$ cat config.mk
export PLATFORM = sky130hd
export DESIGN_NAME = sabtb_match
export DESIGN_NICKNAME = d
export VERILOG_FILES = /design/src/hw/rtl/sabtb_pkg.sv /design/src/hw/rtl/sabtb_match.sv
export SDC_FILE = /design/constraint.sdc
export NUM_CORES = 1
export LEC_CHECK = 0
export BUFFER_PORTS_ARGS = -buffer_cell sky130_fd_sc_hd__clkbuf_2
export CORE_AREA = 3 3 231 233
export DETAILED_ROUTE_END_ITERATION = 12
export DIE_AREA = 0 0 234 236
export PLACE_DENSITY = 0.34
export SLEW_MARGIN = 20
export SYNTH_ARGS = -nofsm -noshare
export SYNTH_HDL_FRONTEND = slang
export SYNTH_SLANG_ARGS = --single-unit
export TNS_END_PERCENT = 1
$ cat constraint.sdc
create_clock -name vclk -period 3.66
set_clock_uncertainty 0.2 [all_clocks]
set_input_delay 0.915 -clock vclk [all_inputs]
set_output_delay 0.915 -clock vclk [all_outputs]
set_load 0.05 [all_outputs]
$ cat src/hw/rtl/sabtb_pkg.sv
// Shared types, geometry constants and replacement helpers for the branch target buffer.
// Depends on nothing; every other file in hw/rtl but sabtb_ram imports it.
package sabtb_pkg;

    localparam int SETS  = 64;
    localparam int WAYS  = 4;

    // Set count is kept a power of two: the index is a plain slice of the pc
    localparam int SET_W  = (SETS > 1) ? $clog2(SETS) : 1;
    localparam int WAY_W  = $clog2(WAYS);
    localparam int PLRU_W = (1 << WAY_W) - 1;
    localparam int NODE_W = WAY_W + 1;

    localparam logic [15:0] LFSR_RESET = 16'hACE1;
    localparam logic [15:0] LFSR_TAPS  = 16'hB400;

    // ceil(2^32 / WAYS): exact quotient for any 16-bit dividend
    localparam longint unsigned VIC_RECIP_L =
        ((64'd1 << 32) + 64'(WAYS) - 64'd1) / 64'(WAYS);
    localparam logic [32:0] VIC_RECIP = 33'(VIC_RECIP_L);

    localparam logic [1:0] KIND_PROBE  = 2'd0;
    localparam logic [1:0] KIND_ADD    = 2'd1;
    localparam logic [1:0] KIND_UPDATE = 2'd2;
    localparam logic [1:0] KIND_FLUSH  = 2'd3;

    typedef logic [SET_W-1:0]  t_set_idx;
    typedef logic [WAY_W-1:0]  t_way_idx;
    typedef logic [PLRU_W-1:0] t_plru;

    typedef struct packed {
        logic [1:0]  kind;
        logic [63:0] branch_pc;
        logic [63:0] branch_target;
        logic [3:0]  entry_type;
    } t_cmd;

    typedef struct packed {
        logic        hit;
        logic [63:0] hit_target;
        logic [3:0]  hit_type;
    } t_res;

    typedef struct packed {
        logic [63:0] tag;
        logic [63:0] target;
        logic [3:0]  etype;
    } t_way_ent;

    typedef t_way_ent [WAYS-1:0] t_row;

    localparam int ROW_W = $bits(t_row);

    typedef struct packed {
        logic     hit;
        t_way_idx way;
    } t_match;

    typedef struct packed {
        logic rnd;
        logic step;
    } t_evict_req;

    // Walk the tree: a set node bit sends the walk to the lower half
    function automatic t_way_idx plru_victim(input t_plru bits);
        logic [WAY_W:0]    lo;
        logic [WAY_W:0]    hi;
        logic [WAY_W:0]    mid;
        logic [NODE_W-1:0] node;
        t_plru             sh;
        lo   = '0;
        hi   = (WAY_W + 1)'(WAYS - 1);
        node = '0;
        for (int i = 0; i < WAY_W; i++) begin
            if (lo < hi) begin
                mid = (lo + hi) >> 1;
                sh  = bits >> node;
                if (sh[0]) begin
                    hi   = mid;
                    node = (node << 1) + NODE_W'(1);
                end else begin
                    lo   = mid + (WAY_W + 1)'(1);
                    node = (node << 1) + NODE_W'(2);
                end
            end
        end
        return lo[WAY_W-1:0];
    endfunction

    // Point every node on the path of the way away from it
    function automatic t_plru plru_touch(input t_plru bits, input t_way_idx way);
        logic [WAY_W:0]    lo;
        logic [WAY_W:0]    hi;
        logic [WAY_W:0]    mid;
        logic [NODE_W-1:0] node;
        t_plru             res;
        lo   = '0;
        hi   = (WAY_W + 1)'(WAYS - 1);
        node = '0;
        res  = bits;
        for (int i = 0; i < WAY_W; i++) begin
            if (lo < hi) begin
                mid = (lo + hi) >> 1;
                if ({1'b0, way} <= mid) begin
                    res  = res & ~(PLRU_W'(1) << node);
                    hi   = mid;
                    node = (node << 1) + NODE_W'(1);
                end else begin
                    res  = res | (PLRU_W'(1) << node);
                    lo   = mid + (WAY_W + 1)'(1);
                    node = (node << 1) + NODE_W'(2);
                end
            end
        end
        return res;
    endfunction

    function automatic logic [15:0] lfsr_step(input logic [15:0] v);
        logic [15:0] n;
        n = v >> 1;
        if (v[0]) begin
            n = n ^ LFSR_TAPS;
        end
        return n;
    endfunction

endpackage

$ cat src/hw/rtl/sabtb_match.sv
// Parallel tag compare across all ways of one set, lowest matching way wins.
// Depends on sabtb_pkg.
module sabtb_match (
    input  sabtb_pkg::t_row   i_row,
    input  logic [63:0]       i_pc,
    output sabtb_pkg::t_match o_match
);
    import sabtb_pkg::*;

    always_comb begin
        o_match = '0;
        // scan downwards so the lowest hit is left standing
        for (int w = WAYS - 1; w >= 0; w--) begin
            if (i_row[w].tag == i_pc) begin
                o_match.hit = 1'b1;
                o_match.way = t_way_idx'(w);
            end
        end
    end

endmodule

==> results_dict.tcl <==
set metrics [dict create \
    status "complete, but fails checks" \
    violations "setup timing" \
    synthCells 346 \
    slew-limit-headroom 0.626 \
    grt_overflow 0 \
    via_per_inst 2.81 \
    synth_cell_types 10 \
    vias 4091 \
    tightest_slew_ps 560 \
    grt_pass1_wl_mm 36.7 \
    drt_iter0_markers 55 \
    period_needed_ps 3970 \
    leakage_nw 3.08 \
    min_path_cells 8 \
    crit_type "in2out" \
    fin_crit_sh 1.09 \
    core_area_sq_mm 0.0514 \
    yosysMostFrequentCell "xor2_1" \
    row_count 83 \
    final_util 0.131 \
    crit_start "i_pc[37]" \
    cp.arrival_ps 2860 \
    layout-drive-gt1-share 0.618 \
    grt_usage 0.0985 \
    clockBufferCount 0 \
    grt_start_max_net_pins 5 \
    crit_path_end_kind "output port" \
    cp_max_fo 3 \
    hold_path_class "in2out" \
    wl_per_cell_um 19.7 \
    max_freq_mhz 252 \
    peakVddDrop_mv 0.0503 \
    wl_mm 28.6 \
    synth_top_area_frac 0.597 \
    grt_pass1_vias 4546 \
    design_area_sq_mm 0.00675 \
    dpl_worst_slack_ps -851 \
    ys_seq_area_frac 0 \
    crit_path_start_kind "input port" \
    hpwlAfterDp_mm 27.3 \
    seq_cell_count 0 \
    portBuffers 323 \
    die_width_um 234 \
    ant_nets 0 \
    setup_violations 3 \
    place_area_sq_mm 0.00614 \
    die_y_um 236 \
    first_pass_iters 4 \
    areaGrowthSynthToFinish_pct 140 \
    hold_violations 0 \
    synth_nets 938 \
    cp.required_ps 2540 \
    total_power_mw 0.758 \
    yosysTopAreaCell "xor2_1" \
    holdPathEnd "o_match[0]" \
    drc 0 \
    io_pins 595 \
    start_util 0.0548 \
    rsz0062_at_grt "true" \
    cp_cell_sequence "clkbuf_2 -> buf_4 -> xor2_1 -> nor4_2 -> buf_4 -> nand4_1 -> nor4_2 -> buf_4 -> buf_4 -> nor3_4 -> clkbuf_16" \
    post_synth.cell_area_avg_sq_um 8.15 \
    die-area_sq_mm 0.0552 \
    gp_congestion 0.701 \
    ys_warn_count 0 \
    path_common_cell "buf_4" \
    synth_common_cells "xor2_1 (192), xnor2_1 (64), nor4_1 (52), nand4_1 (29), nor4_2 (3)" \
    slowest_delay_ps 430 \
    setup_slack_ps -314 \
    seq_area_sq_um 0 \
    slew_viol_final 0 \
    drv_cap 0 \
    syn_area_sq_mm 0.00282 \
    antenna_found_initial 3 \
    power_density_mw_per_mm2 112 \
    synthTopCellsByArea "xor2_1 (60%), xnor2_1 (20%), nor4_1 (12%)" \
    min-delay-start "i_row[214]" \
    critPathSlowestCell "nor4_2" \
    fin_nets 1369 \
    fin_setup_tns_ps -842 \
]
==> layout make-up <==
| cell class | instances | area (sq um) |
|---|---|---|
| Fill cell | 6006 | 44700 |
| Multi-Input combinational cell | 346 | 3250 |
| Antenna cell | 1 | 2.50 |
| Tap cell | 680 | 851 |
| Timing Repair Buffer | 429 | 2650 |
==> critical path: cells and delay by family <==
family / cells / cell delay [ps]
xor+xnor: 1 / 170
buf+inv: 6 / 870
simple gates: 4 / 910
==> worst max path at each step <==
stage	slack [ps]	endpoint
after floorplan	3	o_match[0]
after global placement	-880	o_match[2]
after detailed placement	-850	o_match[2]
after CTS	-420	o_match[2]
after global routing	-410	o_match[1]
final	-310	o_match[1]
==> cell families after synthesis <==
family,synth area share
and+or+nand+nor,0.203
AOI/OAI and AO/OA,0.00177
xor gates and xnor gates,0.795
==> where the power goes <==
group / internal [mW] / total (mW) / switching, mW
clock: 0.0000000365 / 0.0000000365 / 0
sequential: 0 / 0 / 0
combinational: 0.372 / 0.758 / 0.387
==> layout by cell type, fill, tap and decap left out, types with 2 or more instances in the layout <==
| master | instances |
|---|---|
| buf_6 | 11 |
| nor4_4 | 9 |
| clkbuf_4 | 3 |
| xor2_1 | 186 |
| buf_12 | 8 |
| clkbuf_16 | 2 |
| xor2_4 | 3 |
| buf_2 | 6 |
| nor4_2 | 22 |
| buf_4 | 101 |
| xnor2_2 | 8 |
| xor2_2 | 3 |
| nor4_1 | 24 |
| clkbuf_2 | 297 |
| nand4_1 | 29 |
| xnor2_1 | 55 |
==> timing repair <==
item | 4_1_cts | 5_1_grt
setup endpoints to repair | 3 | 3
pin swaps | 17 | 28
hold endpoints to repair | 0 | 0
resized for setup | 40 | 88
setup buffers | 1 | 5
hold buffers | 0 | 0
==> stage by stage <==
step / hold slack, ps / instances
after floorplan: 2160 / 346
after detailed placement: 2470 / 1449
after global routing: 2570 / 1455
final: 2460 / 1456
after global placement: 2460 / 1449
after CTS: 2480 / 1450
==> metal layers <==
metal  GRT usage  wire (um)  vias up
li1            -          -     2070
met1       0.139      13400     1782
met2       0.164      12900      225
met3      0.0184       2180       10
met4    0.000742        101        4
met5           0         27        -
Note: power is estimated with default switching activity, not from simulation.
