--- src/hw/rtl/sabtb_ram.sv ---
// Generic single-port-write, single-port-read synchronous RAM with registered read data.
// Stand-alone; used for the entry store and the replacement bits.
module sabtb_ram #(
    parameter int WIDTH = 8,
    parameter int DEPTH = 16
) (
    input  logic                                       i_clk,
    input  logic                                       i_we,
    input  logic [((DEPTH > 1) ? $clog2(DEPTH) : 1)-1:0] i_waddr,
    input  logic [WIDTH-1:0]                           i_wdata,
    input  logic                                       i_re,
    input  logic [((DEPTH > 1) ? $clog2(DEPTH) : 1)-1:0] i_raddr,
    output logic [WIDTH-1:0]                           o_rdata
);

    logic [WIDTH-1:0] r_mem [DEPTH];
    logic [WIDTH-1:0] r_rdata;

    always_ff @(posedge i_clk) begin
        if (i_we) begin
            r_mem[i_waddr] <= i_wdata;
        end
        if (i_re) begin
            r_rdata <= r_mem[i_raddr];
        end
    end

    assign o_rdata = r_rdata;

endmodule

--- config.mk ---
export PLATFORM = sky130hd
export DESIGN_NAME = sabtb_ram
export DESIGN_NICKNAME = d
export VERILOG_FILES = /design/src/hw/rtl/sabtb_ram.sv
export SDC_FILE = /design/constraint.sdc
export NUM_CORES = 1
export LEC_CHECK = 0
export BUFFER_PORTS_ARGS = -buffer_cell sky130_fd_sc_hd__clkbuf_2
export CAP_MARGIN = 0
export CELL_PAD_IN_SITES_DETAIL_PLACEMENT = 2
export CELL_PAD_IN_SITES_GLOBAL_PLACEMENT = 2
export CORE_MARGIN = 2
export CORE_UTILIZATION = 35
export DETAILED_ROUTE_END_ITERATION = 16
export PLACE_DENSITY_LB_ADDON = 0.1
export SYNTH_ARGS = -nofsm -noshare
export SYNTH_HDL_FRONTEND = slang
export SYNTH_SLANG_ARGS = --single-unit
--- constraint.sdc ---
create_clock -name i_clk -period 2.1 [get_ports i_clk]
set_clock_uncertainty 0.05 [all_clocks]
set_input_delay 0.315 -clock i_clk [delete_from_list [all_inputs] [get_ports i_clk]]
set_output_delay 0.315 -clock i_clk [all_outputs]
set_load 0.05 [all_outputs]
==> results of run 1 <==
## path summary, 6_finish.rpt
kind / startpoint / to / slack [ns] / depth (start not counted)
worst max-delay path: r_mem[1][2]$_DFFE_PP_ / o_rdata[2]$_DFFE_PP_ / 0.47 / 3
worst min-delay path: i_wdata[1] / r_mem[5][1]$_DFFE_PP_ / 0.27 / 1
worst max register to register: r_mem[1][2]$_DFFE_PP_ / o_rdata[2]$_DFFE_PP_ / 0.47 / 3
worst min register to register: r_mem[14][0]$_DFFE_PP_ / o_rdata[0]$_DFFE_PP_ / 0.70 / 3
## critical path, stage by stage (launching register included)
cell and delay [ns]:
edfxtp_1 0.38, mux4_1 0.53, a22oi_1 0.33, nand2_1 0.09
## final cells by class
type | count | area (um2) | area share [%]
sequential | 136 | 4080 | 65.7
multi-input combinational | 83 | 1060 | 17.0
clock buffer | 21 | 440 | 7.09
timing repair buffer | 54 | 365 | 5.88
tap | 184 | 230 | 3.71
clock inverter | 8 | 35.0 | 0.564
## placed cells by master (no fill, tap or decap)
cell type and count:
nand2b_1 2, clkinv_2 1, and2_1 1, clkbuf_2 26
nand2_1 9, buf_12 2, nand3b_1 2, mux4_1 14
clkbuf_16 17, nor2_1 13, buf_4 26, a22oi_1 16
nor2b_1 1, mux4_2 18, clkbuf_1 4, or3b_2 1
clkinv_1 6, and2b_1 1, edfxtp_1 136, nand3_1 1
nor3_1 4, clkinvlp_4 1
## per-stage QoR
| step | power, mW | hold WS, ns | utilization, % | worst slack (ns) |
|---|---|---|---|---|
| 2_1_floorplan | 3.33 | 0.364 | - | 0.242 |
| 3_5_place_dp | 3.48 | 0.698 | 39.3 | 0.0604 |
| 3_3_place_gp | 3.47 | 0.679 | 39.3 | 0.115 |
| 5_1_grt | 6.05 | 0.288 | 42.6 | 0.392 |
| 6_report | 5.86 | 0.267 | 42.6 | 0.473 |
| 4_1_cts | 5.95 | 0.277 | 42.6 | 0.447 |
## per-layer routing
layer,wire (um),vias to the layer above,track usage [%]
met1,5350,1328,21.2
met4,151,0,6.01
li1,-,1108,-
met2,5770,63,25.8
met5,0,-,0
met3,558,10,4.42
## cell families (layout without fill, tap and decap cells)
group | Yosys count | in the layout | share of synthesized area (%)
simple gates | 35 | 35 | 3.14
compound gates | 16 | 16 | 2.30
buf+inv | 10 | 83 | 1.65
mux | 32 | 32 | 14.8
flops | 136 | 136 | 78.1
## synth_stat cells
cell	instances	area share (%)
buf_6	3	0.65
nor2b_1	1	0.12
a22oi_1	16	2.3
nand3_1	1	0.096
and2_1	1	0.12
clkdlybuf4s25_2	3	0.57
nor2_1	13	0.93
mux4_1	14	7.0
edfxtp_1	136	78
nor3_1	4	0.38
buf_2	3	0.29
nand3b_1	2	0.29
mux4_2	18	7.8
nand2b_1	2	0.24
nand2_1	9	0.65
or3b_2	1	0.17
and2b_1	1	0.14
buf_4	1	0.14
## where the power goes
part / switching [mW] / internal, mW
sequential: 0.0182 / 3.06
combinational: 0.213 / 0.125
clock: 0.991 / 1.45
## sequential cells by signal, summed over array words and instances, names as in the netlist
register	cells
r_mem	128
o_rdata	8
==> results.toml, run 1 <==
[final_layout]
stdcell_area_um2 = 6210
fin_nets = 311
diodes = 0
syn2layout_area_growth_pct = 18.8
fin_cells = 486
fill_cells = 1334
drive_gt1_share_pct = 30.5

[timing]
hold_viol_final = 0
worst_pin_slew_ns = 0.470
finalCriticalPeriod_ns = 1.63
setup_tns_ns = 0
fmax_ghz = 0.615
fin_crit_sh_pct = 77.5
slew_headroom_pct = 68.6
slew_viol_final = 0
setup_viol = 0
rsz0062_at_grt = "no"

[setup_path]
start_kind = "flop"
required_ns = 2.21
path_class = "flop to flop"
cp-end-kind = "flop"
crit_fanout = 1
arrival_ns = 1.73

[global_route]
grt.total_usage_pct = 16.1
first_global_vias = 2789
gr-total-overflow = 0
grt_max_degree = 33
grt_pass1_wl_mm = 18.0
antenna_found_initial = 0

[cts]
cts_setup_buffers = 0
path_clk_slew_ns = 0.05
cts.repair.resized = 0
clock_latency_ns = 0.41
hold_buffers = 0
cts_buffer_depth = 2
numCtsBuffers = 17
cts_root_buffer = "clkbuf_16"
cts_max_level = 4
cts_tree = "yes"
clock-sinks = 136

[yosys]
yosys_warnings = 0
synth_fp_nets = 248
syn_area_um2 = 5230
ys_types = 18
yosysSeqAreaShare_pct = 78.1
synthCells = 229
postSynthAreaPerCell_um2 = 22.8
synth.ff_latch_count = 136

[floorplanning]
die_w_um = 126
rows = 44
die_area_um2 = 15900
io_pins = 27
fp.coreArea_um2 = 14600
initial_core_util_pct = 35.8
die_h_um = 126

[status]
status = "completed"

[placed_design]
placed_area_um2 = 5740
io_buffer_count = 26
dpl.hpwl_mm = 7.91
place.gp.congestion = 0.711
dpl.cell_count = 457

[routing]
drtPass1Iterations = 6
drc = 0
avgViaCountPerCell = 5.16
ant_nets = 0
wl_per_cell_um = 24.4
vias = 2509
drt_iter0_drc = 177
wirelength_mm = 11.8

[power_and_ir_drop]
cellPowerDensity_nw_per_um2 = 944
p_leak_nw = 2.10
peakVddDrop_mv = 0.562

[worst_hold_path]
hold_class = "primary input to flop"

[run]
maxCapViolations = 0
Power figures use the tool's default switching activity.
==> run 2, diff against run 1 <==
==> constraint.sdc (replaced) <==
create_clock -name i_clk -period 1.48 [get_ports i_clk]
set_clock_uncertainty 0.05 [all_clocks]
set_input_delay 0.222 -clock i_clk [delete_from_list [all_inputs] [get_ports i_clk]]
set_output_delay 0.222 -clock i_clk [all_outputs]
set_load 0.05 [all_outputs]
==> results.toml, run 2 (synthesis results as in run 1) <==
[setup_path]
arrival_ns = 1.59
endpoint = "o_rdata[6]$_DFFE_PP_"
path_class = "flop to flop"
worstPathCellList = "mux4_2 -> a22oi_2 -> nand2_1"
reg2reg_slack_ns = -0.008
cp-end-kind = "flop"
cp_slowest_stage_delay_ns = 0.48
path_buf_inv = 0
required_ns = 1.58
crit_fanout = 1
crit_family = "multiplexers"
crit_path_start = "r_mem[2][6]$_DFFE_PP_"
rr_worst_depth = 3
reg2reg_from = "r_mem[2][6]$_DFFE_PP_"
cp.depth = 3
cp_slowest_cell = "mux4_2"
start_kind = "flop"
r2r-end = "o_rdata[6]$_DFFE_PP_"

[final_layout]
fill_cells = 1319
final_util_pct = 43.6
diodes = 0
ff_latch_area_um2 = 4080
fin_nets = 312
top_register = "r_mem"
syn2layout_area_growth_pct = 21.7
fin_cells = 490
stdcell_area_um2 = 6360
multiInputGateArea_um2 = 1050
drive_gt1_share_pct = 41.2
largest_register_ffs = 128
layout_common_cells = "edfxtp_1, mux4_2, clkbuf_2"
final_common_cell = "edfxtp_1"

[routing]
vias = 2508
ant_nets = 0
wl_per_cell_um = 24.6
drt_iter0_drc = 212
avgViaCountPerCell = 5.12
drc = 0
drtPass1Iterations = 4
wirelength_mm = 12.1

[worst_hold_path]
hold_class = "primary input to flop"

[global_route]
first_global_vias = 2822
grt_max_degree = 17
busiest_layer = "met2"
grt_use_met3_pct = 4.89
met1_usage_pct = 21.4
antenna_found_initial = 0
met2_usage_pct = 26.9
grt.total_usage_pct = 16.6
gr-total-overflow = 0
grt_pass1_wl_mm = 18.5

[floorplanning]
die_h_um = 126
die_area_um2 = 15900
rows = 44
fp.coreArea_um2 = 14600
io_pins = 27
initial_core_util_pct = 35.8
die_w_um = 126

[cts]
cts_tree = "yes"
numCtsBuffers = 17
cts_max_level = 4
path_clk_slew_ns = 0.06
cts_buffer_depth = 2
clock-sinks = 136
clock_latency_ns = 0.42
cts_root_buffer = "clkbuf_16"
hold_buffers = 0

[placed_design]
place.gp.congestion = 0.707
dpl.cell_count = 458
placed_area_um2 = 5760
io_buffer_count = 26
dpl.hpwl_mm = 8.17

[timing]
slew_headroom_pct = 35.1
rsz0062_at_grt = "yes"
finalCriticalPeriod_ns = 1.49
setup_tns_ns = -0.0115
fin_ws_ns = -0.00804
slew_viol_final = 0
hold_viol_final = 0
setup_viol = 2
fin_crit_sh_pct = 101
fmax_ghz = 0.672
worst_pin_slew_ns = 0.970

[status]
status = "finished with violations"
violations = "setup timing"

[power_and_ir_drop]
p_leak_nw = 2.11
peakVddDrop_mv = 0.750
cellPowerDensity_nw_per_um2 = 1400

[run]
maxCapViolations = 0
==> run 2: cell types whose count changed in the layout (fill, tap and decap cells not counted), sizes merged <==
cell	previous run	this run
buf	28	29
clkbuf	47	43
bufinv	0	2
clkinvlp	1	3
clkinv	7	10
==> run 2: how the worst min path moves through the flow <==
stage / startpoint / to / slack [ns] / cells after the start
detailed placement: i_re / o_rdata[3]$_DFFE_PP_ / 0.60 / 1
global route: i_re / o_rdata[3]$_DFFE_PP_ / 0.16 / 1
finish: i_re / o_rdata[3]$_DFFE_PP_ / 0.15 / 1
floorplan: i_wdata[0] / r_mem[0][0]$_DFFE_PP_ / 0.27 / 0
global placement: i_re / o_rdata[3]$_DFFE_PP_ / 0.58 / 1
CTS: i_re / o_rdata[3]$_DFFE_PP_ / 0.15 / 1
==> run 2: repair_timing <==
item,in CTS,in global routing
setup buffers,0,0
cloned,0,0
setup endpoints to repair,7,7
pin swaps,1,1
gates resized for setup,6,3
==> run 2: routing by layer <==
metal	routed length (um)	vias to the layer above
met4	204	0
li1	-	1094
met5	0	-
met1	5280	1332
met2	6040	66
met3	538	16
==> run 2: per-stage QoR <==
step                worst slack [ns]  power (mW)  hold slack [ns]
floorplan                    -0.0581        4.74            0.271
global placement              -0.342        4.96            0.575
detailed placement            -0.391        4.98            0.595
CTS                          -0.0278        9.05            0.147
global route                 -0.0845        9.22            0.157
finish                      -0.00804        8.92            0.146
==> run 2: layout make-up <==
cell class / instances / share of cell area [%]
sequential: 136 / 64.2
multi-input combinational: 83 / 16.5
timing repair buffer: 55 / 6.85
clock buffer: 17 / 6.69
tap: 184 / 3.62
clock inverter: 15 / 2.14
==> run 2: report_power, final <==
| part | total (mW) | switching [mW] | internal [mW] |
|---|---|---|---|
| sequential | 4.37 | 0.0248 | 4.34 |
| combinational | 0.535 | 0.321 | 0.215 |
| clock | 4.02 | 1.58 | 2.44 |
| total | 8.92 | 1.92 | 7.00 |
==> run 3, diff against run 2 <==
--- a/config.mk
+++ b/config.mk
@@ -10,7 +10,7 @@
 export CELL_PAD_IN_SITES_DETAIL_PLACEMENT = 2
 export CELL_PAD_IN_SITES_GLOBAL_PLACEMENT = 2
 export CORE_MARGIN = 2
-export CORE_UTILIZATION = 35
+export CORE_UTILIZATION = 43
 export DETAILED_ROUTE_END_ITERATION = 16
 export PLACE_DENSITY_LB_ADDON = 0.1
 export SYNTH_ARGS = -nofsm -noshare
==> results.toml, run 3 (synthesis results as in run 1) <==
[setup_path]
cp_slowest_stage_delay_ns = 0.49
worstPathCellList = "mux4_2 -> a22oi_2 -> nand2_2"
required_ns = 1.58
path_buf_inv = 0
path_class = "flop to flop"
cp_slowest_cell = "mux4_2"
crit_fanout = 1
arrival_ns = 1.62
cp-end-kind = "flop"
start_kind = "flop"
crit_family = "multiplexers"

[final_layout]
drive_gt1_share_pct = 44.1
fin_nets = 312
final_common_cell = "edfxtp_1"
top_register = "r_mem"
diodes = 0
layout_common_cells = "edfxtp_1, mux4_2, clkbuf_2"
syn2layout_area_growth_pct = 23.3
largest_register_ffs = 128

[routing]
wl_per_cell_um = 26.7
vias = 2500
drc = 0
met2_length_mm = 6.17
wirelength_mm = 12.1
wl_met1_mm = 5.39
highest_layer = "met4"
avgViaCountPerCell = 5.52
drt_iter0_drc = 146
met3RoutedLength_um = 373
drtPass1Iterations = 4
ant_nets = 0

[global_route]
grt_max_degree = 17
antenna_found_initial = 0
gr-total-overflow = 0
grt_pass1_wl_mm = 18.5
grt.total_usage_pct = 20.8
first_global_vias = 2910

[floorplanning]
rows = 40
io_pins = 27
initial_core_util_pct = 43.7
die_w_um = 114
die_h_um = 114
die_area_um2 = 13100
fp.coreArea_um2 = 12000

[power_and_ir_drop]
p_leak_nw = 2.16
power_mw = 9.59
cellPowerDensity_nw_per_um2 = 1490
peakVddDrop_mv = 0.749

[timing]
slew_viol_final = 0
worst_hold_slack_ns = 0.161
setup_tns_ns = -0.0590
fin_ws_ns = -0.0394
finalCriticalPeriod_ns = 1.52
slew_headroom_pct = 31.6
worst_pin_slew_ns = 1.02
hold_viol_final = 0
setup_viol = 2
fin_crit_sh_pct = 103
fmax_ghz = 0.658
rsz0062_at_grt = "yes"

[cts]
cts_root_buffer = "clkbuf_16"
path_clk_slew_ns = 0.06
cts_setup_buffers = 0
numCtsBuffers = 17
cts_buffer_depth = 2
clock_latency_ns = 0.41
hold_buffers = 0
clock-sinks = 136
cts_max_level = 4
cts_tree = "yes"

[status]
status = "finished with violations"
violations = "setup timing"

[run]
maxCapViolations = 0

[placed_design]
dpl.hpwl_mm = 7.92
place.gp.congestion = 0.713
io_buffer_count = 26
post-place-ws_ns = -0.366

[worst_hold_path]
hold_class = "primary input to flop"
run 3: changes by cell type in the layout (fill, tap and decap cells not counted), moves of 2 or more:
| cell | previous run | this run |
|---|---|---|
| a22oi_1 | 8 | 2 |
| a22oi_2 | 8 | 14 |
| bufinv_16 | 2 | 6 |
| nand2_1 | 9 | 7 |
| nand2_2 | 0 | 2 |
run 3: path summary, 6_finish.rpt:
kind | depth (start not counted) | startpoint | endpoint | slack (ns)
worst min register to register | 3 | r_mem[7][5]$_DFFE_PP_ | o_rdata[5]$_DFFE_PP_ | 0.72
worst min-delay path | 1 | i_re | o_rdata[6]$_DFFE_PP_ | 0.16
worst max-delay path | 3 | r_mem[3][0]$_DFFE_PP_ | o_rdata[0]$_DFFE_PP_ | -0.04
worst max register to register | 3 | r_mem[3][0]$_DFFE_PP_ | o_rdata[0]$_DFFE_PP_ | -0.04
run 3: report_power, final:
| part | internal [mW] | switching, mW |
|---|---|---|
| logic | 0.222 | 0.332 |
| registers | 4.34 | 0.0297 |
| clock network | 3.13 | 1.54 |
run 3: metal layers:
metal	global-route usage, %	vias to the layer above
li1	-	1100
met1	26.9	1345
met2	34.1	46
met3	6.30	9
met4	6.50	0
met5	0	-
run 3: repair_timing:
item / in CTS / in global routing
endpoints found under the setup margin: 6 / 8
pin swaps: 1 / 5
resized for setup: 6 / 11
run 3: area by class of cell:
cell class,count,area [um2]
tap,147,184
multi-input combinational,83,1080
fill,1007,5520
clock buffer,17,425
sequential,136,4080
timing repair buffer,55,435
clock inverter,15,231
run 3: stage by stage:
step / cells / util (%) / instance area, um2
global route: 453 / 53.9 / 6440
finish: 453 / 53.9 / 6440
detailed placement: 421 / 47.8 / 5720
floorplan: 229 / - / 5220
global placement: 421 / 47.8 / 5720
CTS: 453 / 53.5 / 6400
