### src/hw/rtl/sabtb_pkg.sv
// Shared types, geometry constants and replacement helpers for the branch target buffer.
// Depends on nothing; every other file in hw/rtl but sabtb_ram imports it.
package sabtb_pkg;

    localparam int SETS  = 64;
    localparam int WAYS  = 4;

    // Set count is kept a power of two: the index is a plain slice of the pc
    localparam int SET_W  = (SETS > 1) ? $clog2(SETS) : 1;
    localparam int WAY_W  = $clog2(WAYS);
    localparam int PLRU_W = (1 << WAY_W) - 1;
    localparam int NODE_W = WAY_W + 1;

    localparam logic [15:0] LFSR_RESET = 16'hACE1;
    localparam logic [15:0] LFSR_TAPS  = 16'hB400;

    // ceil(2^32 / WAYS): exact quotient for any 16-bit dividend
    localparam longint unsigned VIC_RECIP_L =
        ((64'd1 << 32) + 64'(WAYS) - 64'd1) / 64'(WAYS);
    localparam logic [32:0] VIC_RECIP = 33'(VIC_RECIP_L);

    localparam logic [1:0] KIND_PROBE  = 2'd0;
    localparam logic [1:0] KIND_ADD    = 2'd1;
    localparam logic [1:0] KIND_UPDATE = 2'd2;
    localparam logic [1:0] KIND_FLUSH  = 2'd3;

    typedef logic [SET_W-1:0]  t_set_idx;
    typedef logic [WAY_W-1:0]  t_way_idx;
    typedef logic [PLRU_W-1:0] t_plru;

    typedef struct packed {
        logic [1:0]  kind;
        logic [63:0] branch_pc;
        logic [63:0] branch_target;
        logic [3:0]  entry_type;
    } t_cmd;

    typedef struct packed {
        logic        hit;
        logic [63:0] hit_target;
        logic [3:0]  hit_type;
    } t_res;

    typedef struct packed {
        logic [63:0] tag;
        logic [63:0] target;
        logic [3:0]  etype;
    } t_way_ent;

    typedef t_way_ent [WAYS-1:0] t_row;

    localparam int ROW_W = $bits(t_row);

    typedef struct packed {
        logic     hit;
        t_way_idx way;
    } t_match;

    typedef struct packed {
        logic rnd;
        logic step;
    } t_evict_req;

    // Walk the tree: a set node bit sends the walk to the lower half
    function automatic t_way_idx plru_victim(input t_plru bits);
        logic [WAY_W:0]    lo;
        logic [WAY_W:0]    hi;
        logic [WAY_W:0]    mid;
        logic [NODE_W-1:0] node;
        t_plru             sh;
        lo   = '0;
        hi   = (WAY_W + 1)'(WAYS - 1);
        node = '0;
        for (int i = 0; i < WAY_W; i++) begin
            if (lo < hi) begin
                mid = (lo + hi) >> 1;
                sh  = bits >> node;
                if (sh[0]) begin
                    hi   = mid;
                    node = (node << 1) + NODE_W'(1);
                end else begin
                    lo   = mid + (WAY_W + 1)'(1);
                    node = (node << 1) + NODE_W'(2);
                end
            end
        end
        return lo[WAY_W-1:0];
    endfunction

    // Point every node on the path of the way away from it
    function automatic t_plru plru_touch(input t_plru bits, input t_way_idx way);
        logic [WAY_W:0]    lo;
        logic [WAY_W:0]    hi;
        logic [WAY_W:0]    mid;
        logic [NODE_W-1:0] node;
        t_plru             res;
        lo   = '0;
        hi   = (WAY_W + 1)'(WAYS - 1);
        node = '0;
        res  = bits;
        for (int i = 0; i < WAY_W; i++) begin
            if (lo < hi) begin
                mid = (lo + hi) >> 1;
                if ({1'b0, way} <= mid) begin
                    res  = res & ~(PLRU_W'(1) << node);
                    hi   = mid;
                    node = (node << 1) + NODE_W'(1);
                end else begin
                    res  = res | (PLRU_W'(1) << node);
                    lo   = mid + (WAY_W + 1)'(1);
                    node = (node << 1) + NODE_W'(2);
                end
            end
        end
        return res;
    endfunction

    function automatic logic [15:0] lfsr_step(input logic [15:0] v);
        logic [15:0] n;
        n = v >> 1;
        if (v[0]) begin
            n = n ^ LFSR_TAPS;
        end
        return n;
    endfunction

endpackage

### src/hw/rtl/sabtb_evict.sv
// Victim selection: tree pseudo-LRU walk or the 16-bit Galois LFSR reduced modulo the ways.
// Depends on sabtb_pkg.
module sabtb_evict (
    input  logic                  i_clk,
    input  logic                  i_rst_n,
    input  sabtb_pkg::t_evict_req i_req,
    input  sabtb_pkg::t_plru      i_plru,
    output sabtb_pkg::t_way_idx   o_victim
);
    import sabtb_pkg::*;

    logic [15:0] r_lfsr;
    logic [15:0] r_lfsr_nxt;
    logic [15:0] r_vic_q;
    logic [15:0] n_lfsr_nxt;
    logic [48:0] quot_prod;
    logic [15:0] qw;
    logic [15:0] rem;

    // Precompute the stepped value and its quotient; r_lfsr only moves on a random add
    assign n_lfsr_nxt = lfsr_step(r_lfsr);
    assign quot_prod  = {33'd0, n_lfsr_nxt} * {16'd0, VIC_RECIP};

    always_ff @(posedge i_clk) begin
        if (!i_rst_n) begin
            r_lfsr <= LFSR_RESET;
        end else if (i_req.step) begin
            r_lfsr <= r_lfsr_nxt;
        end
    end

    always_ff @(posedge i_clk) begin
        r_lfsr_nxt <= n_lfsr_nxt;
        r_vic_q    <= quot_prod[47:32];
    end

    assign qw  = 16'(r_vic_q * 16'(WAYS));
    assign rem = r_lfsr_nxt - qw;

    assign o_victim = i_req.rnd ? rem[WAY_W-1:0] : plru_victim(i_plru);

endmodule

### config.mk
export PLATFORM = sky130hd
export DESIGN_NAME = sabtb_evict
export DESIGN_NICKNAME = d
export VERILOG_FILES = /design/src/hw/rtl/sabtb_pkg.sv /design/src/hw/rtl/sabtb_evict.sv
export SDC_FILE = /design/constraint.sdc
export NUM_CORES = 1
export LEC_CHECK = 0
export BUFFER_PORTS_ARGS = -buffer_cell sky130_fd_sc_hd__buf_2
export CORE_UTILIZATION = 40
export DETAILED_ROUTE_END_ITERATION = 10
export GPL_TIMING_DRIVEN = 0
export PLACE_DENSITY = 0.58
export SETUP_SLACK_MARGIN = 0.3
export SYNTH_ARGS = -nofsm -noshare
export SYNTH_HDL_FRONTEND = slang
export SYNTH_SLANG_ARGS = --single-unit
### constraint.sdc
create_clock -name i_clk -period 1.2 [get_ports i_clk]
set_input_delay 0.18 -clock i_clk [delete_from_list [all_inputs] [get_ports i_clk]]
set_output_delay 0.18 -clock i_clk [all_outputs]
set_load 0.01 [all_outputs]
==> results of run 1 <==
[cells by family (layout without fill, tap and decap cells)]
kind of cell	count (synthesis)	after routing
buf+inv	4	19
xor+xnor	3	3
mux	18	18
flops	32	32
compound gates	1	1
simple gates	17	17
[placed cells by master, fill, tap and decap left out]
master / instances
mux2_2: 1
dfxtp_1: 30
mux2i_1: 17
buf_6: 1
clkbuf_1: 3
buf_12: 1
dfxtp_2: 2
clkbuf_4: 5
o21ai_1: 1
clkbuf_8: 1
buf_2: 7
inv_2: 1
nor2b_1: 8
nand2_1: 9
xor2_1: 3
[stage by stage]
| step | utilization | power [mW] |
|---|---|---|
| 2_1_floorplan | - | 1.28 |
| 3_3_place_gp | 0.464 | 1.32 |
| 3_5_place_dp | 0.464 | 1.32 |
| 4_1_cts | 0.491 | 1.93 |
| 5_1_grt | 0.491 | 1.99 |
| 6_report | 0.491 | 1.89 |
[sequential cells by signal, indices dropped and copies added, names as in the netlist]
signal      flops
r_lfsr_nxt     16
r_lfsr         16
[layout make-up]
class | instances | area share
flip-flops and latches | 32 | 0.581
multi-input cells | 39 | 0.268
clock buffers | 8 | 0.0531
repair buffers | 7 | 0.0316
plain buffers | 3 | 0.0316
well taps | 28 | 0.0316
inverters | 1 | 0.00339
[critical path, stage by stage, from the launching register on]
cell and delay [ps]:
dfxtp_2 340, inv_2 30, mux2i_1 110, buf_2 140
[per-layer routing]
layer  track usage  up-vias  part of all wire
met4        0.0946        0             0.023
met1         0.150      228              0.51
met5             0        -                 0
li1              -      271                 -
met3        0.0536        4             0.049
met2         0.160       11              0.41
[final timing paths]
path                                     from       endpoint
worst max register to register      r_lfsr[0]      r_lfsr[0]
worst min register to register      r_lfsr[1]  r_lfsr_nxt[0]
worst min-delay path                  i_rst_n      r_lfsr[3]
worst max-delay path            r_lfsr_nxt[1]    o_victim[1]
[repair_timing]
action / CTS / global route
cloned: 0 / 0
pin swaps: 0 / 0
gates resized for setup: 2 / 1
endpoints found under the setup margin: 2 / 2
hold buffers: 0 / 0
[power groups by stage]
stage                     Combinational [mW]  Sequential (mW)  Clock (mW)
after global routing                   0.139             1.18       0.675
after global placement                 0.121             1.19           0
final                                  0.122             1.17       0.598
after floorplan                       0.0948             1.19           0
after detailed placement               0.124             1.20           0
after CTS                              0.125             1.17       0.631
==> results.json, run 1 <==
{
  "synth_adder_area_share": 0,
  "synth.distinct_cells": 11,
  "synthCells": 75,
  "synth-main-ff-cell": "dfxtp_1",
  "worst_slew_pin_slew_ps": 431,
  "synth_top_area_cell": "dfxtp_1",
  "drive_gt1_frac": 0.211,
  "clock-sinks": 32,
  "grt_max_degree": 11,
  "via_count": 514,
  "ys_ff_latch": 32,
  "synth_edf_count": 0,
  "max_freq_ghz": 0.907,
  "synth_top_cell_area_share": 0.656,
  "rsz0062_at_grt": "true",
  "worstHoldPathType": "input port to flop",
  "synth_top_family_by_area": "multiplexers",
  "stdcell_count": 118,
  "clk_pin_slew_ps": 80,
  "initialDrtViolationCount": 5,
  "slew_headroom": 0.713,
  "die_w_um": 51.4,
  "setup_viol_count_final": 0,
  "finalCriticalPeriod_ps": 1100,
  "clockBufferDepth": 2,
  "yosys.area_share.simple": 0.0859,
  "wl_per_cell_um": 10.6,
  "track_usage": 0.121,
  "ys_warn_count": 0,
  "yosysMostFrequentCell": "dfxtp_1",
  "leakage_nw": 0.489,
  "dpl_worst_slack_ps": 163,
  "r2r_cells": 2,
  "drtPass1Iterations": 4,
  "crit_fanout": 2,
  "hold_viol": 0,
  "setup_ws_ps": 97.3,
  "syn_to_final_growth_pct": 13.5,
  "grt_pass1_wl_mm": 2.19,
  "place.gp.congestion": 0.649,
  "swShare": 0.208,
  "antenna_found_initial": 0,
  "placed_cell_area_um2": 1050,
  "num_rows": 17,
  "fillers": 219,
  "n_antenna_cell": 0,
  "grt_pass1_vias": 493,
  "multi_input_area_um2": 297,
  "p_per_area_nw_per_um2": 1710,
  "dp_cells": 110,
  "drv_cap": 0,
  "synth_compound_area_frac": 0.00513,
  "tns_ps": 0,
  "port_buffers": 7,
  "cts_setup_buffers": 0,
  "cts_inserted_buffers": 5,
  "vdd_drop_max_mv": 1.00,
  "seq_area_um2": 643,
  "p_clk_frac": 0.317,
  "start_util": 0.433,
  "status": "complete, no violations",
  "drc_errors": 0,
  "finClkSkew_ps": 0.934,
  "io_pins": 9,
  "power.share.sequential": 0.619,
  "ant_nets": 0,
  "yosys-top-cells-count": "dfxtp_1 (32), mux2i_1 (17), nand2_1 (9), nor2b_1 (8), xor2_1 (3)",
  "synth_fp_nets": 82,
  "insertion_delay_ps": 310,
  "cts_tree": "done",
  "crit_arrival_ps": 920,
  "synthMuxAreaShare": 0.186,
  "finalCritPeriodShare": 0.919,
  "maxSlewViolCount": 0,
  "p_sw_mw": 0.392,
  "synth_xor_area_frac": 0.0269,
  "dp_hpwl_um": 846,
  "synthTopCellsByArea": "dfxtp_1 (66%), mux2i_1 (17%), nor2b_1 (5.1%)",
  "via_per_inst": 4.36,
  "dieArea_um2": 2640,
  "htree_levels": 2,
  "netlist_area_um2": 976,
  "ys_seq_area_frac": 0.656,
  "p_comb_frac": 0.064,
  "routed_wl_mm": 1.25,
  "hold_slack_ps": 161,
  "cts-root-buf": "clkbuf_4",
  "final_cell_area_um2": 1110,
  "worst_setup_path_start_kind": "flop",
  "fp.coreArea_um2": 2250,
  "ys_async_sr_fraction": 0,
  "overflow": 0,
  "worstSetupPathType": "flop to output port",
  "intPower_mw": 1.50,
  "final_nets": 96,
  "crit_required_ps": 1020,
  "holdPathStages": 2,
  "die_height_um": 51.4,
  "syn_avg_cell_area_um2": 13.0,
  "r2r_slack_ps": 490,
  "setup.worst_path.end_class": "output port"
}
(Power assumes the default switching activity.)
==> run 2: changes to the inputs <==
- CAP_MARGIN: not set -> 20
- PLACE_DENSITY: 0.58 -> 0.61
- clock period: 1.2 -> 0.95 ns (I/O delays scaled with it)
==> run 2 against run 1 <==
  * The flow now finishes with violations (negative setup slack)
  * Setup slack got worse by 250 ps
  * Final cell count did not move
  * Critical path depth unchanged
  * Combinational power grew 43%
  * Clock power is 29% higher
  * Critical path type unchanged
==> results.json, run 2 (synthesized netlist as in run 1, its figures left out) <==
{
  "leakage_nw": 0.502,
  "wl_met3_um": 83,
  "cts-root-buf": "clkbuf_4",
  "syn_to_final_growth_pct": 18.5,
  "crit_arrival_ps": 960,
  "layout_commonest_cell": "dfxtp_1",
  "drive_gt1_frac": 0.344,
  "clockBufferDepth": 2,
  "worst_setup_path_start_kind": "flop",
  "initialDrtViolationCount": 0,
  "track_usage": 0.131,
  "max_freq_ghz": 0.905,
  "mostFrequentLayoutCells": "dfxtp_1 (21), mux2i_1 (16), dfxtp_2 (10), nand2_1 (9), nor2b_1 (8)",
  "finClkSkew_ps": 4.37,
  "wl_met2_um": 571,
  "critPathLaunch": "r_lfsr_nxt[1]",
  "place.gp.congestion": 0.614,
  "clk_pin_slew_ps": 90,
  "worstSetupPathType": "flop to output port",
  "hold_viol": 0,
  "cts_tree": "done",
  "endpoint": "o_victim[1]",
  "ctsHoldBuffers": 0,
  "via_per_inst": 4.38,
  "fillers": 211,
  "p_comb_frac": 0.071,
  "setup_viol_count_final": 2,
  "seq_area_um2": 657,
  "slowest_stage": "dfxtp_2",
  "finalCritPeriodShare": 1.16,
  "die_height_um": 51.4,
  "p_per_area_nw_per_um2": 2100,
  "power.share.sequential": 0.611,
  "violations": "negative setup slack",
  "grt_pass1_wl_mm": 2.25,
  "grt_pass1_vias": 513,
  "stdcell_count": 118,
  "n_antenna_cell": 0,
  "max_stage_delay_ps": 340,
  "status": "finished with violations",
  "via_count": 517,
  "p_sw_mw": 0.521,
  "fp.coreArea_um2": 2250,
  "worstHoldPathType": "input port to flop",
  "io_pins": 9,
  "cts_inserted_buffers": 5,
  "insertion_delay_ps": 320,
  "design_power_total_mw": 2.43,
  "dieArea_um2": 2640,
  "setup.worst_path.end_class": "output port",
  "start_util": 0.433,
  "intPower_mw": 1.91,
  "dp_cells": 110,
  "p_clk_frac": 0.318,
  "largest_registers": "r_lfsr (16), r_lfsr_nxt (16)",
  "maxUsedRoutingLayer": "met4",
  "wl_per_cell_um": 11.4,
  "die_w_um": 51.4,
  "drtPass1Iterations": 1,
  "grt_max_degree": 11,
  "ant_nets": 0,
  "maxSlewViolCount": 0,
  "r2r-end": "r_lfsr[0]",
  "cts_setup_buffers": 0,
  "finalCriticalPeriod_ps": 1110,
  "crit_required_ps": 810,
  "slew_headroom": 0.856,
  "r2r_slack_ps": 270,
  "clock-sinks": 32,
  "overflow": 0,
  "crit_fanout": 2,
  "drv_cap": 0,
  "final_cell_area_um2": 1160,
  "setup_ws_ps": -155,
  "multi_input_area_um2": 315,
  "drc_errors": 0,
  "final_nets": 96,
  "met1_length_um": 652,
  "reg2reg_from": "r_lfsr[0]",
  "num_rows": 17,
  "routed_wl_mm": 1.34,
  "rsz0062_at_grt": "true",
  "htree_levels": 2,
  "port_buffers": 7,
  "worstHoldStart": "i_rst_n",
  "swShare": 0.214,
  "worst_slew_pin_slew_ps": 216,
  "vdd_drop_max_mv": 1.22,
  "r2r_cells": 2,
  "antenna_found_initial": 0,
  "placed_cell_area_um2": 1070,
  "path_cells": "inv_2 -> mux2i_2 -> buf_2"
}
run 2: cell counts in the layout (fill, tap and decap cells not counted):
No cell type changed its count.
run 2: routing by layer:
metal	GRT usage	up-vias
li1	-	271
met5	0	-
met4	0.122	0
met1	0.133	229
met2	0.188	12
met3	0.0714	5
run 2: repair_timing:
action                     4_1_cts  5_1_grt
setup endpoints to repair        8       15
gates resized for setup          5        9
pin swaps                        0        1
run 2: final cells by class:
cell class / instances / area share
Timing Repair Buffer: 7 / 0.0357
Buffer: 3 / 0.0390
Clock buffer: 8 / 0.0509
Multi-Input combinational cell: 39 / 0.273
Tap cell: 28 / 0.0303
Inverter: 1 / 0.00325
Sequential cell: 32 / 0.568
run 2: worst max-delay path, delay by kind of cell, from the launching register on:
kind | cells | cell delay (ps)
buf+inv | 2 | 180
flops | 1 | 340
mux | 1 | 120
run 2: through the flow:
step | hold WS [ps] | setup WS, ps | utilization | setup TNS (ps)
after floorplan | 271 | 211 | - | 0
after global placement | 335 | -17.5 | 0.477 | -17.5
after detailed placement | 336 | -32.4 | 0.477 | -32.4
after CTS | 87.9 | -182 | 0.506 | -344
after global routing | 91.5 | -230 | 0.513 | -410
final | 95.4 | -155 | 0.513 | -282
run 2: worst min-delay path by stage:
stage                               end  slack, ps  depth (start not counted)
after global placement    r_lfsr_nxt[8]        330                          0
after floorplan               r_lfsr[1]        270                          1
final                         r_lfsr[1]        100                          2
after global routing          r_lfsr[8]         90                          2
after CTS                     r_lfsr[4]         90                          2
after detailed placement  r_lfsr_nxt[1]        340                          0
run 2: power groups by stage:
stage | combinational (mW) | sequential [mW] | clock, mW
5_1_grt | 0.195 | 1.50 | 0.858
2_1_floorplan | 0.132 | 1.50 | 0
3_3_place_gp | 0.168 | 1.51 | 0
4_1_cts | 0.174 | 1.48 | 0.805
3_5_place_dp | 0.173 | 1.51 | 0
6_report | 0.174 | 1.48 | 0.773
==> run 3: changes to the inputs <==
- CORE_UTILIZATION: 40 -> 49
- PLACE_DENSITY: 0.61 -> 0.71
==> run 3 against run 2 <==
  * The run still ends with negative setup slack left
  * Critical path type unchanged
  * Non-clock buffer count did not move
  * Via count rose by 2.1%
  * Combinational power barely moved
  * Core utilization rose by 13 points
  * Critical path depth unchanged
  * Clock skew rose by 2.0 ps
  * Sequential power about the same
  * Critical endpoint unchanged
  * Global-route usage up 2.9 points
  * Routed wire length increased by 3.1%
  * Maximum frequency down 0.29%
==> results.json, run 3 (synthesized netlist as in run 1, its figures left out) <==
{
  "insertion_delay_ps": 320,
  "crit_required_ps": 810,
  "layout_commonest_cell": "dfxtp_1",
  "hold_viol": 0,
  "dpl_worst_slack_ps": -25.8,
  "dieArea_um2": 2170,
  "io_pins": 9,
  "overflow": 0,
  "die_height_um": 46.6,
  "htree_levels": 2,
  "tns_ps": -262,
  "cts_tree": "done",
  "die_w_um": 46.6,
  "largest_registers": "r_lfsr (16), r_lfsr_nxt (16)",
  "maxSlewViolCount": 0,
  "worst_slew_pin_slew_ps": 453,
  "drc_errors": 0,
  "mostFrequentLayoutCells": "dfxtp_1 (20), mux2i_1 (16), dfxtp_2 (11), nand2_1 (9), nor2b_1 (8)",
  "stdcell_count": 115,
  "hold_slack_ps": 104,
  "r2r-end": "r_lfsr[0]",
  "finClkSkew_ps": 6.40,
  "p_sw_mw": 0.532,
  "ctsHoldBuffers": 0,
  "critPathLaunch": "r_lfsr_nxt[1]",
  "grt_max_degree": 11,
  "fp.coreArea_um2": 1800,
  "drtPass1Iterations": 2,
  "cts_inserted_buffers": 5,
  "worst_setup_path_start_kind": "flop",
  "power.share.sequential": 0.609,
  "rsz0062_at_grt": "true",
  "endpoint": "o_victim[1]",
  "leakage_nw": 0.497,
  "antenna_found_initial": 0,
  "violations": "negative setup slack",
  "max_freq_ghz": 0.902,
  "status": "finished with violations",
  "cts_setup_buffers": 0,
  "setup_ws_ps": -159,
  "setup_viol_count_final": 2,
  "drv_cap": 0,
  "ant_nets": 0,
  "num_rows": 15,
  "clk_pin_slew_ps": 90,
  "setup.worst_path.end_class": "output port",
  "clock-sinks": 32,
  "p_per_area_nw_per_um2": 2120,
  "reg2reg_from": "r_lfsr[0]",
  "dp_cells": 107,
  "drive_gt1_frac": 0.344,
  "p_comb_frac": 0.072,
  "routed_wl_mm": 1.39,
  "dp_hpwl_um": 843,
  "r2r_cells": 2,
  "cts-root-buf": "clkbuf_4",
  "wl_per_cell_um": 12.1,
  "start_util": 0.542,
  "finalCritPeriodShare": 1.17,
  "final_nets": 96,
  "worstSetupPathType": "flop to output port",
  "place.gp.congestion": 0.653,
  "syn_to_final_growth_pct": 18.1,
  "via_count": 528,
  "worstHoldPathType": "input port to flop",
  "crit_fanout": 2,
  "initialDrtViolationCount": 6,
  "p_clk_frac": 0.319,
  "n_antenna_cell": 0,
  "via_per_inst": 4.59,
  "track_usage": 0.160,
  "grt_pass1_vias": 510,
  "vdd_drop_max_mv": 1.26,
  "slew_headroom": 0.698,
  "swShare": 0.218,
  "finalCriticalPeriod_ps": 1110,
  "port_buffers": 7,
  "crit_arrival_ps": 970,
  "clockBufferDepth": 2,
  "r2r_slack_ps": 260,
  "grt_pass1_wl_mm": 2.17,
  "intPower_mw": 1.91
}
==> run 3: cell counts in the layout (fill, tap and decap cells not counted) <==
Identical to the previous run, type by type.
==> run 3: what timing repair did <==
action | CTS | global route
pin swaps | 0 | 1
gates resized for setup | 7 | 6
gates cloned | 0 | 0
endpoints found under the setup margin | 10 | 12
==> run 3: worst min-delay path by stage <==
stage | from | end | cells past startpoint
after global routing | i_rst_n | r_lfsr[4] | 2
after floorplan | i_rst_n | r_lfsr[1] | 1
final | i_rst_n | r_lfsr[4] | 2
after detailed placement | r_lfsr[1] | r_lfsr_nxt[0] | 0
after CTS | i_rst_n | r_lfsr[4] | 2
after global placement | r_lfsr[6] | r_lfsr_nxt[5] | 0
==> run 3: metal layers <==
layer | GRT usage | routed length [um] | vias up
met5 | 0 | 0 | -
met4 | 0.103 | 20 | 0
met3 | 0.0941 | 78 | 4
met2 | 0.225 | 602 | 13
met1 | 0.181 | 685 | 239
li1 | - | - | 272
==> run 3: layout make-up <==
cell class                 instances  area (um2)
buffer                             3        43.8
clock buffer                       8        58.8
fill                             159         649
inverter                           1        3.75
multi-input combinational         39         315
sequential                        32         658
tap                               25        31.3
timing repair buffer               7        41.3
==> run 3: power by group through the flow <==
stage | Sequential (mW) | Clock (mW) | Combinational, mW
5_1_grt | 1.50 | 0.865 | 0.191
6_report | 1.49 | 0.778 | 0.176
2_1_floorplan | 1.50 | 0 | 0.132
4_1_cts | 1.48 | 0.798 | 0.174
3_3_place_gp | 1.51 | 0 | 0.167
3_5_place_dp | 1.51 | 0 | 0.171
==> run 3: stage by stage <==
stage,power (mW),util,cell area (um2)
2_1_floorplan,1.63,-,1000
3_3_place_gp,1.68,0.594,1070
3_5_place_dp,1.68,0.594,1070
4_1_cts,2.46,0.633,1140
5_1_grt,2.55,0.640,1150
6_report,2.44,0.640,1150
==> run 3: worst max-delay path, cell delays in order (launching register included) <==
cell and delay [ps]:
dfxtp_2 340, inv_2 30, mux2i_2 120, buf_2 150
